## src/sv/tps_pkg.sv

```systemverilog
package tps_pkg;

    // Default phase width, Q3.12 radians
    localparam int unsigned PHASE_WIDTH_DEF = 16;
    localparam int unsigned NUM_LANES       = 4;
    localparam int unsigned COEF_WIDTH      = 4;
    localparam int unsigned MASK_WIDTH      = 4;

    typedef logic [MASK_WIDTH-1:0]  mask_t;
    typedef logic signed [COEF_WIDTH-1:0] coef_t;
    typedef logic [NUM_LANES-1:0][COEF_WIDTH-1:0] coef_row_t;
    typedef logic [1:0] lane_idx_t;

    typedef enum logic [2:0] {
        FORM_NONE = 3'd0,
        FORM_ALL  = 3'd1,
        FORM_NO1  = 3'd2,
        FORM_NO4  = 3'd3,
        FORM_NO2  = 3'd4,
        FORM_NO3  = 3'd5
    } formula_t;

    // Working-transmitter masks, bit 3 is T1 through bit 0 is T4
    localparam mask_t MASK_RESET = 4'b1111;
    localparam mask_t MASK_ALL   = 4'b1111;
    localparam mask_t MASK_NO1   = 4'b0111;
    localparam mask_t MASK_NO4   = 4'b1110;
    localparam mask_t MASK_NO2   = 4'b1011;
    localparam mask_t MASK_NO3   = 4'b1101;
    localparam mask_t MASK_ZERO  = 4'b0000;

    // Weights in units of 1/4, [row][column]
    localparam coef_t COEF_ALL [4][4] = '{
        '{ 4'sd3,  4'sd2, -4'sd1,  4'sd0},
        '{ 4'sd1,  4'sd2,  4'sd1,  4'sd0},
        '{ 4'sd0,  4'sd1,  4'sd2,  4'sd1},
        '{ 4'sd0, -4'sd1,  4'sd2,  4'sd3}
    };
    localparam coef_t COEF_NO1 [4][4] = '{
        '{ 4'sd0,  4'sd5,  4'sd2, -4'sd3},
        '{ 4'sd0,  4'sd3,  4'sd2, -4'sd1},
        '{ 4'sd0,  4'sd1,  4'sd2,  4'sd1},
        '{ 4'sd0, -4'sd1,  4'sd2,  4'sd3}
    };
    localparam coef_t COEF_NO4 [4][4] = '{
        '{ 4'sd3,  4'sd2, -4'sd1,  4'sd0},
        '{ 4'sd1,  4'sd2,  4'sd1,  4'sd0},
        '{-4'sd1,  4'sd2,  4'sd3,  4'sd0},
        '{-4'sd3,  4'sd2,  4'sd5,  4'sd0}
    };
    localparam coef_t COEF_NO2 [4][4] = '{
        '{ 4'sd5,  4'sd0, -4'sd3,  4'sd2},
        '{ 4'sd3,  4'sd0, -4'sd1,  4'sd2},
        '{ 4'sd1,  4'sd0,  4'sd1,  4'sd2},
        '{-4'sd1,  4'sd0,  4'sd3,  4'sd2}
    };
    localparam coef_t COEF_NO3 [4][4] = '{
        '{ 4'sd2,  4'sd3,  4'sd0, -4'sd1},
        '{ 4'sd2,  4'sd1,  4'sd0,  4'sd1},
        '{ 4'sd2, -4'sd1,  4'sd0,  4'sd3},
        '{-4'sd2, -4'sd3,  4'sd0,  4'sd5}
    };

    localparam coef_t COEF_UNIT = 4'sd4;
    localparam coef_t COEF_ZERO = 4'sd0;

    // Decode the mask into the formula in use
    function automatic formula_t formula_of(mask_t mask);
        formula_t f;
        unique case (mask)
            MASK_ALL: f = FORM_ALL;
            MASK_NO1: f = FORM_NO1;
            MASK_NO4: f = FORM_NO4;
            MASK_NO2: f = FORM_NO2;
            MASK_NO3: f = FORM_NO3;
            default:  f = FORM_NONE;
        endcase
        return f;
    endfunction

    // Weights of one output row; element j weighs phase j+1
    function automatic coef_row_t coef_row(formula_t f, mask_t mask, lane_idx_t row);
        coef_row_t r;
        r = '0;
        for (int j = 0; j < NUM_LANES; j++)
        begin
            unique case (f)
                FORM_ALL: r[j] = COEF_ALL[row][j];
                FORM_NO1: r[j] = COEF_NO1[row][j];
                FORM_NO4: r[j] = COEF_NO4[row][j];
                FORM_NO2: r[j] = COEF_NO2[row][j];
                FORM_NO3: r[j] = COEF_NO3[row][j];
                default:  r[j] = COEF_ZERO;
            endcase
        end
        // Identity for zero mask, pass-through or zero otherwise
        if (f == FORM_NONE)
        begin
            if ((mask == MASK_ZERO) || mask[2'd3 - row])
                r[row] = COEF_UNIT;
        end
        return r;
    endfunction

endpackage

```

## src/sv/tps_if.sv

```systemverilog
interface tps_in_if #(
    parameter int unsigned PHASE_WIDTH = 16
);
    logic                          valid;
    logic                          ready;
    logic signed [PHASE_WIDTH-1:0] phase_1;
    logic signed [PHASE_WIDTH-1:0] phase_2;
    logic signed [PHASE_WIDTH-1:0] phase_3;
    logic signed [PHASE_WIDTH-1:0] phase_4;

    modport source (output valid, output phase_1, output phase_2, output phase_3,
                    output phase_4, input ready);
    modport sink   (input valid, input phase_1, input phase_2, input phase_3,
                    input phase_4, output ready);
endinterface

interface tps_out_if #(
    parameter int unsigned PHASE_WIDTH = 16
);
    logic                          valid;
    logic                          ready;
    logic signed [PHASE_WIDTH-1:0] sym_phase_1;
    logic signed [PHASE_WIDTH-1:0] sym_phase_2;
    logic signed [PHASE_WIDTH-1:0] sym_phase_3;
    logic signed [PHASE_WIDTH-1:0] sym_phase_4;
    logic [2:0]                    formula_code;

    modport source (output valid, output sym_phase_1, output sym_phase_2,
                    output sym_phase_3, output sym_phase_4, output formula_code,
                    input ready);
    modport sink   (input valid, input sym_phase_1, input sym_phase_2,
                    input sym_phase_3, input sym_phase_4, input formula_code,
                    output ready);
endinterface

```

## src/sv/tps_lane.sv

```systemverilog
module tps_lane #(
    parameter int unsigned PHASE_WIDTH = 16
) (
    input  logic [tps_pkg::NUM_LANES-1:0][PHASE_WIDTH-1:0] phases,
    input  tps_pkg::coef_row_t                             coefs,
    output logic [PHASE_WIDTH-1:0]                         sym
);
    import tps_pkg::*;

    localparam int unsigned PROD_WIDTH = PHASE_WIDTH + COEF_WIDTH;
    localparam int unsigned SUM_WIDTH  = PROD_WIDTH + 2;
    localparam int unsigned Q_WIDTH    = SUM_WIDTH - 2;

    logic signed [PROD_WIDTH-1:0] prod [NUM_LANES];
    logic signed [SUM_WIDTH-1:0]  sum;
    logic signed [SUM_WIDTH-1:0]  biased;
    logic signed [Q_WIDTH-1:0]    quot;
    logic                         fits;

    // Weigh each phase by its quarter-step coefficient
    always_comb
    begin
        for (int j = 0; j < NUM_LANES; j++)
        begin
            prod[j] = $signed(phases[j]) * $signed(coefs[j]);
        end
    end

    // Accumulate in quarter LSBs
    always_comb
    begin
        sum = '0;
        for (int j = 0; j < NUM_LANES; j++)
        begin
            sum = sum + SUM_WIDTH'(prod[j]);
        end
    end

    // Round to nearest, ties toward plus infinity
    assign biased = sum + SUM_WIDTH'(2);
    assign quot   = biased[SUM_WIDTH-1:2];

    // Saturate to the phase range
    assign fits = (quot[Q_WIDTH-1:PHASE_WIDTH-1] == '0) ||
                  (quot[Q_WIDTH-1:PHASE_WIDTH-1] == '1);

    always_comb
    begin
        if (fits)
            sym = quot[PHASE_WIDTH-1:0];
        else
            sym = {quot[Q_WIDTH-1], {(PHASE_WIDTH-1){~quot[Q_WIDTH-1]}}};
    end

endmodule

```

## src/sv/tps_merge.sv

```systemverilog
module tps_merge #(
    parameter int unsigned PHASE_WIDTH = 16
) (
    input  logic                                           clk,
    input  logic                                           rst_n,
    input  logic                                           in_valid,
    output logic                                           in_ready,
    input  logic [tps_pkg::NUM_LANES-1:0][PHASE_WIDTH-1:0] lane_sym,
    input  tps_pkg::formula_t                              formula,
    tps_out_if.source                                      sym_out
);
    import tps_pkg::*;

    logic                                    valid_reg;
    logic                                    valid_next;
    logic [NUM_LANES-1:0][PHASE_WIDTH-1:0]   sym_reg;
    formula_t                                formula_reg;
    logic                                    load;

    // Take a new transfer whenever the output slot is free or draining
    assign in_ready = !valid_reg || sym_out.ready;
    assign load     = in_valid && in_ready;

    always_comb
    begin
        if (load)
            valid_next = 1'b1;
        else if (sym_out.ready)
            valid_next = 1'b0;
        else
            valid_next = valid_reg;
    end

    always_ff @(posedge clk or negedge rst_n)
    begin
        if (!rst_n)
            valid_reg <= 1'b0;
        else
            valid_reg <= valid_next;
    end

    // Capture the lane results together with the formula code
    always_ff @(posedge clk)
    begin
        if (load)
        begin
            sym_reg     <= lane_sym;
            formula_reg <= formula;
        end
    end

    assign sym_out.valid        = valid_reg;
    assign sym_out.sym_phase_1  = sym_reg[0];
    assign sym_out.sym_phase_2  = sym_reg[1];
    assign sym_out.sym_phase_3  = sym_reg[2];
    assign sym_out.sym_phase_4  = sym_reg[3];
    assign sym_out.formula_code = formula_reg;

endmodule

```

## src/sv/transmitter_phase_symmetrizer_unit.sv

```systemverilog
// Transmitter phase symmetrizer.
//
// phase_in carries one set of four signed phases per transfer (valid/ready);
// sym_out returns the four symmetrized, saturated phases and the formula
// code. cfg_we/cfg_wdata write the 4-bit working-transmitter mask (bit 3 is
// T1, bit 0 is T4); write it only while no transfer is in flight.
//
// Four lanes, one per output row, form the weighted sums side by side from
// quarter-step weights; one output register merges them with the code.
// Results are registered: valid in the cycle after the input transfer;
// with no stall, one phase set is taken every cycle (single register stage).
//
// Reset clears the output register's valid flag and sets the mask to all
// four transmitters working. When the receiver stalls, the held result
// stays put and phase_in drops ready until the result is taken; a result
// taken in the same cycle frees the slot for a new transfer at once.
module transmitter_phase_symmetrizer_unit #(
    parameter int unsigned PHASE_WIDTH = tps_pkg::PHASE_WIDTH_DEF
) (
    input  logic                        clk,
    input  logic                        rst_n,
    input  logic                        cfg_we,
    input  logic [tps_pkg::MASK_WIDTH-1:0] cfg_wdata,
    tps_in_if.sink                      phase_in,
    tps_out_if.source                   sym_out
);
    import tps_pkg::*;

    mask_t                                 working_mask_reg;
    mask_t                                 working_mask_next;
    formula_t                              formula;
    logic [NUM_LANES-1:0][PHASE_WIDTH-1:0] phases;
    logic [NUM_LANES-1:0][PHASE_WIDTH-1:0] lane_sym;
    logic                                  in_ready;

    // Hold the mask until written
    assign working_mask_next = cfg_we ? cfg_wdata : working_mask_reg;

    always_ff @(posedge clk or negedge rst_n)
    begin
        if (!rst_n)
            working_mask_reg <= MASK_RESET;
        else
            working_mask_reg <= working_mask_next;
    end

    assign formula = formula_of(working_mask_reg);

    assign phases[0] = phase_in.phase_1;
    assign phases[1] = phase_in.phase_2;
    assign phases[2] = phase_in.phase_3;
    assign phases[3] = phase_in.phase_4;

    // One lane per output row
    for (genvar i = 0; i < NUM_LANES; i++)
    begin : g_lane
        tps_lane #(
            .PHASE_WIDTH (PHASE_WIDTH)
        ) u_lane (
            .phases (phases),
            .coefs  (coef_row(formula, working_mask_reg, lane_idx_t'(i))),
            .sym    (lane_sym[i])
        );
    end

    tps_merge #(
        .PHASE_WIDTH (PHASE_WIDTH)
    ) u_merge (
        .clk      (clk),
        .rst_n    (rst_n),
        .in_valid (phase_in.valid),
        .in_ready (in_ready),
        .lane_sym (lane_sym),
        .formula  (formula),
        .sym_out  (sym_out)
    );

    assign phase_in.ready = in_ready;

endmodule
```

## src/flat_wrapper.sv

```systemverilog
// flat-port wrapper written by rule: the top's interface ports become plain ports
module transmitter_phase_symmetrizer_unit_flat import tps_pkg::*;
#(
    parameter int unsigned PHASE_WIDTH = tps_pkg::PHASE_WIDTH_DEF
)
  (clk, rst_n, cfg_we, cfg_wdata, phase_in_valid, phase_in_phase_1, phase_in_phase_2, phase_in_phase_3, phase_in_phase_4, phase_in_ready, sym_out_valid, sym_out_sym_phase_1, sym_out_sym_phase_2, sym_out_sym_phase_3, sym_out_sym_phase_4, sym_out_formula_code, sym_out_ready);
  tps_in_if #(.PHASE_WIDTH(PHASE_WIDTH)) phase_in_i ();
  tps_out_if #(.PHASE_WIDTH(PHASE_WIDTH)) sym_out_i ();
  input  logic clk;
  input  logic rst_n;
  input  logic cfg_we;
  input  logic [tps_pkg::MASK_WIDTH-1:0] cfg_wdata;
  input wire logic [$bits(phase_in_i.valid)-1:0] phase_in_valid;
  input wire logic [$bits(phase_in_i.phase_1)-1:0] phase_in_phase_1;
  input wire logic [$bits(phase_in_i.phase_2)-1:0] phase_in_phase_2;
  input wire logic [$bits(phase_in_i.phase_3)-1:0] phase_in_phase_3;
  input wire logic [$bits(phase_in_i.phase_4)-1:0] phase_in_phase_4;
  output wire logic [$bits(phase_in_i.ready)-1:0] phase_in_ready;
  output wire logic [$bits(sym_out_i.valid)-1:0] sym_out_valid;
  output wire logic [$bits(sym_out_i.sym_phase_1)-1:0] sym_out_sym_phase_1;
  output wire logic [$bits(sym_out_i.sym_phase_2)-1:0] sym_out_sym_phase_2;
  output wire logic [$bits(sym_out_i.sym_phase_3)-1:0] sym_out_sym_phase_3;
  output wire logic [$bits(sym_out_i.sym_phase_4)-1:0] sym_out_sym_phase_4;
  output wire logic [$bits(sym_out_i.formula_code)-1:0] sym_out_formula_code;
  input wire logic [$bits(sym_out_i.ready)-1:0] sym_out_ready;
  assign phase_in_i.valid = phase_in_valid;
  assign phase_in_i.phase_1 = phase_in_phase_1;
  assign phase_in_i.phase_2 = phase_in_phase_2;
  assign phase_in_i.phase_3 = phase_in_phase_3;
  assign phase_in_i.phase_4 = phase_in_phase_4;
  assign phase_in_ready = phase_in_i.ready;
  assign sym_out_valid = sym_out_i.valid;
  assign sym_out_sym_phase_1 = sym_out_i.sym_phase_1;
  assign sym_out_sym_phase_2 = sym_out_i.sym_phase_2;
  assign sym_out_sym_phase_3 = sym_out_i.sym_phase_3;
  assign sym_out_sym_phase_4 = sym_out_i.sym_phase_4;
  assign sym_out_formula_code = sym_out_i.formula_code;
  assign sym_out_i.ready = sym_out_ready;
  transmitter_phase_symmetrizer_unit #(.PHASE_WIDTH(PHASE_WIDTH)) u_core (.clk(clk), .rst_n(rst_n), .cfg_we(cfg_we), .cfg_wdata(cfg_wdata), .phase_in(phase_in_i), .sym_out(sym_out_i));
endmodule
```

## config.mk

```make
export PLATFORM = sky130hd
export DESIGN_NAME = transmitter_phase_symmetrizer_unit_flat
export DESIGN_NICKNAME = d
export VERILOG_FILES = /design/src/sv/tps_pkg.sv /design/src/sv/tps_if.sv /design/src/sv/tps_lane.sv /design/src/sv/tps_merge.sv /design/src/sv/transmitter_phase_symmetrizer_unit.sv /design/src/flat_wrapper.sv
export SDC_FILE = /design/constraint.sdc
export NUM_CORES = 2
export LEC_CHECK = 0
export ABC_AREA = 0
export BUFFER_PORTS_ARGS = -buffer_cell sky130_fd_sc_hd__buf_2
export CAP_MARGIN = 15
export CORE_MARGIN = 2
export CORE_UTILIZATION = 46
export CTS_CLUSTER_SIZE = 20
export DETAILED_ROUTE_END_ITERATION = 8
export PLACE_DENSITY = 0.73
export SYNTH_ARGS = -nofsm -noshare
export SYNTH_HDL_FRONTEND = slang
export SYNTH_SLANG_ARGS = --single-unit
```

## constraint.sdc

```tcl
create_clock -name clk -period 10.1 [get_ports clk]
set_input_delay 3.03 -clock clk [delete_from_list [all_inputs] [get_ports clk]]
set_output_delay 3.03 -clock clk [all_outputs]
set_load 0.005 [all_outputs]
```

-- After elaboration in Yosys (flattened, before gate mapping)
Cells that the tools add are included.
- memories: 0
- logic and storage cells: 108
- bits in latches: 0
- RAM bits: 0
- output and inout port bits: 69
- bits in read-only memories: 0
- flip-flop bits (word level): 72
- multipliers: 16
- multiplexer cells: 31
- shift operators: 0
- divide/modulo/power cells: 0
- add/sub/neg operators: 16
- equal/unequal tests: 14
- reductions and logical operators: 20
- $lt $le $gt $ge: 0
- bitwise logic cells: 4
- operators with widths (cell ; number):
    $mul 16x4->20 ; 14
    $pmux 4 s3 ; 8
    $add 21x20->22 ; 4
    $add 22x3->22 const B ; 4
    $add 22x20->22 ; 3
    $mux 16 ; 4
    $add 20x20->21 ; 3
    $mul 16x3->19 ; 2
    $pmux 3 s3 ; 4
    $mux 3 ; 8
    $pmux 2 s3 ; 4
    $add 22x19->22 ; 1
    $add 19x20->21 ; 1
    $eq 5x5->1 const B ; 4
    $logic_not 5->1 ; 4
    $eq 4x4->1 const B ; 4
    $pmux 3 s5 ; 1
    $logic_or 1x1->1 ; 9
    $eq 3x2->1 const B ; 2
    $eq 3x3->1 const B ; 2
    $eq 4x3->1 const B ; 1
    $logic_not 4->1 ; 1
    $not 1->1 ; 4
    $reduce_or 2->1 ; 2
    6 further kinds ; 7

-- Logic depth before layout (Yosys ltp)
- depth in word-level cells: 15
- depth in mapped cells: 32

-- Modules after synthesis
Synthesis repeated with hierarchy kept, for this count alone.
- cell total of the unflattened synthesis: 4416
- area total of the unflattened synthesis: 40620.2 µm²
- modules (own cells, without submodules) (module ; seq. area each (µm²) ; times used ; area an instance (µm²) ; cells an instance):
    tps_lane at u_core.g_lane[1].u_lane ... ; 0.0 ; 2 ; 9567.9 ; 1071
    tps_lane at u_core.g_lane[0].u_lane ; 0.0 ; 1 ; 9510.4 ; 1064
    tps_lane at u_core.g_lane[3].u_lane ; 0.0 ; 1 ; 9382.7 ; 1058
    tps_merge ; 2037.0 ; 1 ; 2065.7 ; 71
    transmitter_phase_symmetrizer_unit ; 105.1 ; 1 ; 525.5 ; 81

-- Worst setup path after synthesis
OpenSTA, ideal clock, no wires.
- kind: input to register
- from: input phase_in_phase_2[0]
- to: register u_core.u_merge.sym_reg (netlist bit u_core.u_merge.sym_out.sym_phase_4[10]), data pin
- library setup time: 272 ps
- path buffers: 2
- slack: 998 ps
- stages: 25
- data arrival time: 8830 ps
- cell sequence: clkbuf_1 clkinv_1 nor2_1 ha_1 ha_1 inv_1 fa_1 inv_1 fa_1 inv_1 fa_1 inv_1 fa_1 ha_1 inv_1 fa_1 nor2b_1 o211ai_1 a31o_2 a2111oi_0 a211oi_1 and3_1 clkbuf_1 a21oi_1 o21ai_0
- word-level cells in the longest chain between the ends: 8
- elaborated cells on any way between the ends: 10
- RTL lines (what ; RTL line ; text):
    start: declaration ; flat_wrapper.sv:15 ; input wire logic [$bits(phase_in_i.phase_2)-1:0] phase_in_phase_2;
    $mul 16x4->20 (*) ; tps_lane.sv:25 ; prod[j] = $signed(phases[j]) * $signed(coefs[j]);
    $add 20x20->21 (*) ; tps_lane.sv:35 ; sum = sum + SUM_WIDTH'(prod[j]);
    $add 21x20->22 (*) ; tps_lane.sv:35 ;
    $add 22x20->22 (*) ; tps_lane.sv:35 ;
    $add 22x3->22 (*) ; tps_lane.sv:40 ; assign biased = sum + SUM_WIDTH'(2);
    $eq 5x5->1 or $logic_not 5->1 (tied branches) ; tps_lane.sv:45, tps_lane.sv:44 ;
    $logic_or 1x1->1 ; tps_lane.sv:44 ; assign fits = (quot[Q_WIDTH-1:PHASE_WIDTH-1] == '0) ||
    $mux 16 (*) ; tps_lane.sv:49 ; if (fits)
    via u_core.g_lane[3].u_lane.sym[10] ; tps_lane.sv:6 ; output logic [PHASE_WIDTH-1:0] sym
    end signal: assignment ; tps_merge.sv:47 ; sym_reg <= lane_sym;
    end: declaration ; tps_merge.sv:16 ; logic [NUM_LANES-1:0][PHASE_WIDTH-1:0] sym_reg;
The timed path passes the listed nets; every way through them passes the cells marked *.
A chain may end at the register's enable or synchronous reset.

-- Worst setup path after layout
- from: input phase_in_phase_1[1]
- to: register u_core.u_merge.sym_reg (netlist bit u_core.u_merge.sym_out.sym_phase_4[10]), data pin
- word-level cells in the longest chain between the ends: 8
- elaborated cells on any way between the ends: 10
- RTL lines (what ; RTL line ; text):
    start: declaration ; flat_wrapper.sv:14 ; input wire logic [$bits(phase_in_i.phase_1)-1:0] phase_in_phase_1;
    $mul 16x4->20 (*) ; tps_lane.sv:25 ;
    $add 20x20->21 (*) ; tps_lane.sv:35 ;
    $add 21x20->22 (*) ; tps_lane.sv:35 ;
    $add 22x20->22 (*) ; tps_lane.sv:35 ;
    $add 22x3->22 (*) ; tps_lane.sv:40 ;
    $eq 5x5->1 or $logic_not 5->1 (tied branches) ; tps_lane.sv:45, tps_lane.sv:44 ;
    $logic_or 1x1->1 ; tps_lane.sv:44 ;
    $mux 16 (*) ; tps_lane.sv:49 ;
    via u_core.g_lane[3].u_lane.sym[10] ; tps_lane.sv:6 ;
Marked as above.

==> impl_metrics.json <==
{
  "p_sw_share_pct": 55.6,
  "cts_tree": "yes",
  "nNetsFinal": 5179,
  "std_cell_rows": 101,
  "coreArea_um2": 76100,
  "place_hpwl_um": 79900,
  "seq_area_frac_synth_pct": 6.04,
  "synthCells": 3918,
  "antenna_found_initial": 22,
  "grt_pass1_vias": 27500,
  "grt.overflow.total": 0,
  "irDropWorstVdd_uv": 212,
  "final_cell_mix": "inv_1, fa_1, ha_1",
  "final_layout_size_suffix_gt1_share_pct": 6.08,
  "outcome": "complete, no violations",
  "cp-end-kind": "flop",
  "post-route-drc-count": 0,
  "post_cts_buffers": 0,
  "synth_ff_type": "edfxtp_1",
  "whs_path_depth": 2,
  "critPathMostFrequentCell": "fa_1",
  "cts_buffer_depth": 2,
  "synthToLayoutAreaGrowth_pct": 5.81,
  "worst_slack_ns": 0.480,
  "syn_nets": 5134,
  "synth_top_area_cell": "fa_1",
  "rsz0062_at_grt": "no",
  "fin_setup_tns_ns": 0,
  "mostFrequentLayoutCell": "inv_1",
  "worstPathRequired_ns": 10.20,
  "cts_hold_buf": 0,
  "r2r_cells": 28,
  "first_pass_iters": 7,
  "fin_skew_ns": 0.0174,
  "p_leak_nw": 20.0,
  "post-route-period-util_pct": 95.2,
  "drtAntennaViolNets": 0,
  "port_buffers": 141,
  "ios": 142,
  "finalHoldViolCount": 0,
  "cts_resized": 0,
  "drt_iter0_drc": 1964,
  "clk_pin_slew_ns": 0.07,
  "layoutNonFillerInstCount": 5007,
  "clkLatencyLatePin_ns": 0.39,
  "power.density_nw_per_um2": 226,
  "crit_chain": "buf_2 -> and2_1 -> nand2b_1 -> fa_1 -> inv_1 -> fa_1 -> inv_1 -> fa_1 -> fa_1 -> inv_1 -> fa_1 -> fa_1 -> inv_1 -> ha_1 -> a211oi_1 -> o21ai_0 -> o21ai_0 -> nand2_1 -> xor2_1 -> and3_1 -> a21oi_1 -> o21ai_0",
  "yosysUniqueCellTypes": 71,
  "clkSinkCount": 72,
  "gr-usage-all-layers_pct": 25.4,
  "slew_violations": 0,
  "critPathMaxFanout": 9,
  "yosysWarnings": 0,
  "nFillCells": 7157,
  "vias": 25900,
  "synth_edf_count": 67,
  "initial_core_util_pct": 46.6,
  "syn_area_per_cell_um2": 9.05,
  "combPwrFrac_pct": 87.3,
  "die_w_um": 282,
  "min_path_type": "flop to flop",
  "cts_buffers": 9,
  "dp_slack_ns": 0.197,
  "cp.arrival_ns": 9.72,
  "synth.top_cell.area_share_pct": 45.7,
  "period_minus_slack_ns": 9.62,
  "multiInputGateArea_um2": 28200,
  "synthTopCellsByArea": "fa_1, inv_1, ha_1",
  "synth_seq_cells": 72,
  "fmax_mhz": 104,
  "die_y_um": 282,
  "drv_cap": 0,
  "tightest_slew_ns": 1.19,
  "p_seq_share_pct": 9.0,
  "grt_max_degree": 68,
  "critPathSlowestCell": "o21ai_0",
  "routed_wl_um": 95200,
  "clkPwrFrac_pct": 3.6,
  "maxSlewHeadroom_pct": 20.4,
  "grt_pass1_wl_um": 153000,
  "avgViaCountPerCell": 5.16,
  "crit_path_start_kind": "input port",
  "p_switching_mw": 4.71,
  "finalSetupViolations": 0,
  "cts-root-buf": "clkbuf_16",
  "netlist_area_um2": 35500,
  "cpPeakStageDelay_ns": 0.63,
  "intPower_mw": 3.76,
  "async_flop_share_pct": 6.94,
  "htree_levels": 3,
  "placedCellCount": 4982,
  "die-area_um2": 79300,
  "wl_per_cell_um": 19.0,
  "crit_type": "input port to flop",
  "seqCellArea_um2": 2140,
  "place_congestion": 0.924
}
-- metrics by stage --
stage | total power [mW] | hold slack, ns | cell area [um^2] | utilization [%]
after floorplan | 6.06 | 0.537 | 35500 | -
after global placement | 8.01 | 0.506 | 37200 | 49.0
after detailed placement | 8.14 | 0.530 | 37200 | 49.0
after CTS | 8.50 | 0.551 | 37500 | 49.3
after global routing | 9.47 | 0.585 | 37500 | 49.3
final | 8.46 | 0.541 | 37500 | 49.3
-- final cells by class --
type	count	area share (%)
Multi-Input combinational cell	2490	75.3
Inverter	1205	12.1
Sequential cell	72	5.71
Tap cell	1030	3.43
Timing Repair Buffer	185	2.79
Clock buffer	10	0.610
Antenna cell	11	0.0734
Clock inverter	4	0.0633
-- cells by family (layout without fill, tap and decap cells) --
logic type	Yosys count	in the layout	share of synthesized area, %
AO/OA/AOI/OAI	341	341	6.20
flip-flops	72	72	6.04
AND/OR/NAND/NOR	892	892	13.1
other	2	13	0.0212
XOR/XNOR	108	108	2.67
buffers and inverters	1356	1404	14.4
adder cells (fa/ha/maj)	1144	1144	57.5
multiplexers	3	3	0.0952
-- critical path, delay by kind of cell --
| kind | cells | cell delay, ns |
|---|---|---|
| fa+ha+maj | 7 | 3.36 |
| compound gates | 5 | 1.91 |
| simple gates | 4 | 0.83 |
| buf+inv | 5 | 0.40 |
| xor+xnor | 1 | 0.17 |
-- cells in the mapped netlist, types with 15 or more instances --
cell / count
a21o_1: 49
a21oi_1: 96
and2_1: 324
and3_1: 22
clkbuf_1: 136
edfxtp_1: 67
fa_1: 809
ha_1: 334
inv_1: 1201
nand2_1: 229
nand2b_1: 50
nand3_1: 25
nor2_1: 132
nor2b_1: 26
nor3_1: 18
o211ai_1: 15
o21ai_0: 77
or3_1: 40
xnor2_1: 59
xor2_1: 49
-- layer usage --
metal | GRT usage, % | wire [um] | vias to the layer above
met5 | 0 | 94 | -
met1 | 34.3 | 39100 | 13100
met3 | 4.85 | 7580 | 210
met4 | 9.07 | 3730 | 16
li1 | - | - | 11600
met2 | 40.9 | 44600 | 958
-- final timing paths --
check	from	endpoint	slack, ns
worst max-delay path	phase_in_phase_1[1]	u_core.u_merge.sym_out.sym_phase_4[10]	0.48
worst min-delay path	u_core.u_merge.sym_out.valid	u_core.u_merge.sym_out.valid	0.54
worst max register to register	u_core.working_mask_reg[2]	u_core.u_merge.sym_out.sym_phase_4[10]	0.76
worst min register to register	u_core.u_merge.sym_out.valid	u_core.u_merge.sym_out.valid	0.54
max in group asynchronous	rst_n	u_core.working_mask_reg[1]	7.44
min in group asynchronous	rst_n	u_core.u_merge.sym_out.valid	2.44
-- power groups by stage --
stage	clock network (mW)	registers [mW]	logic (mW)
after detailed placement	0	0.777	7.37
after CTS	0.318	0.773	7.41
final	0.308	0.764	7.39
after global placement	0	0.782	7.22
after floorplan	0	0.773	5.29
after global routing	0.327	0.782	8.36
(Power assumes the default switching activity.)
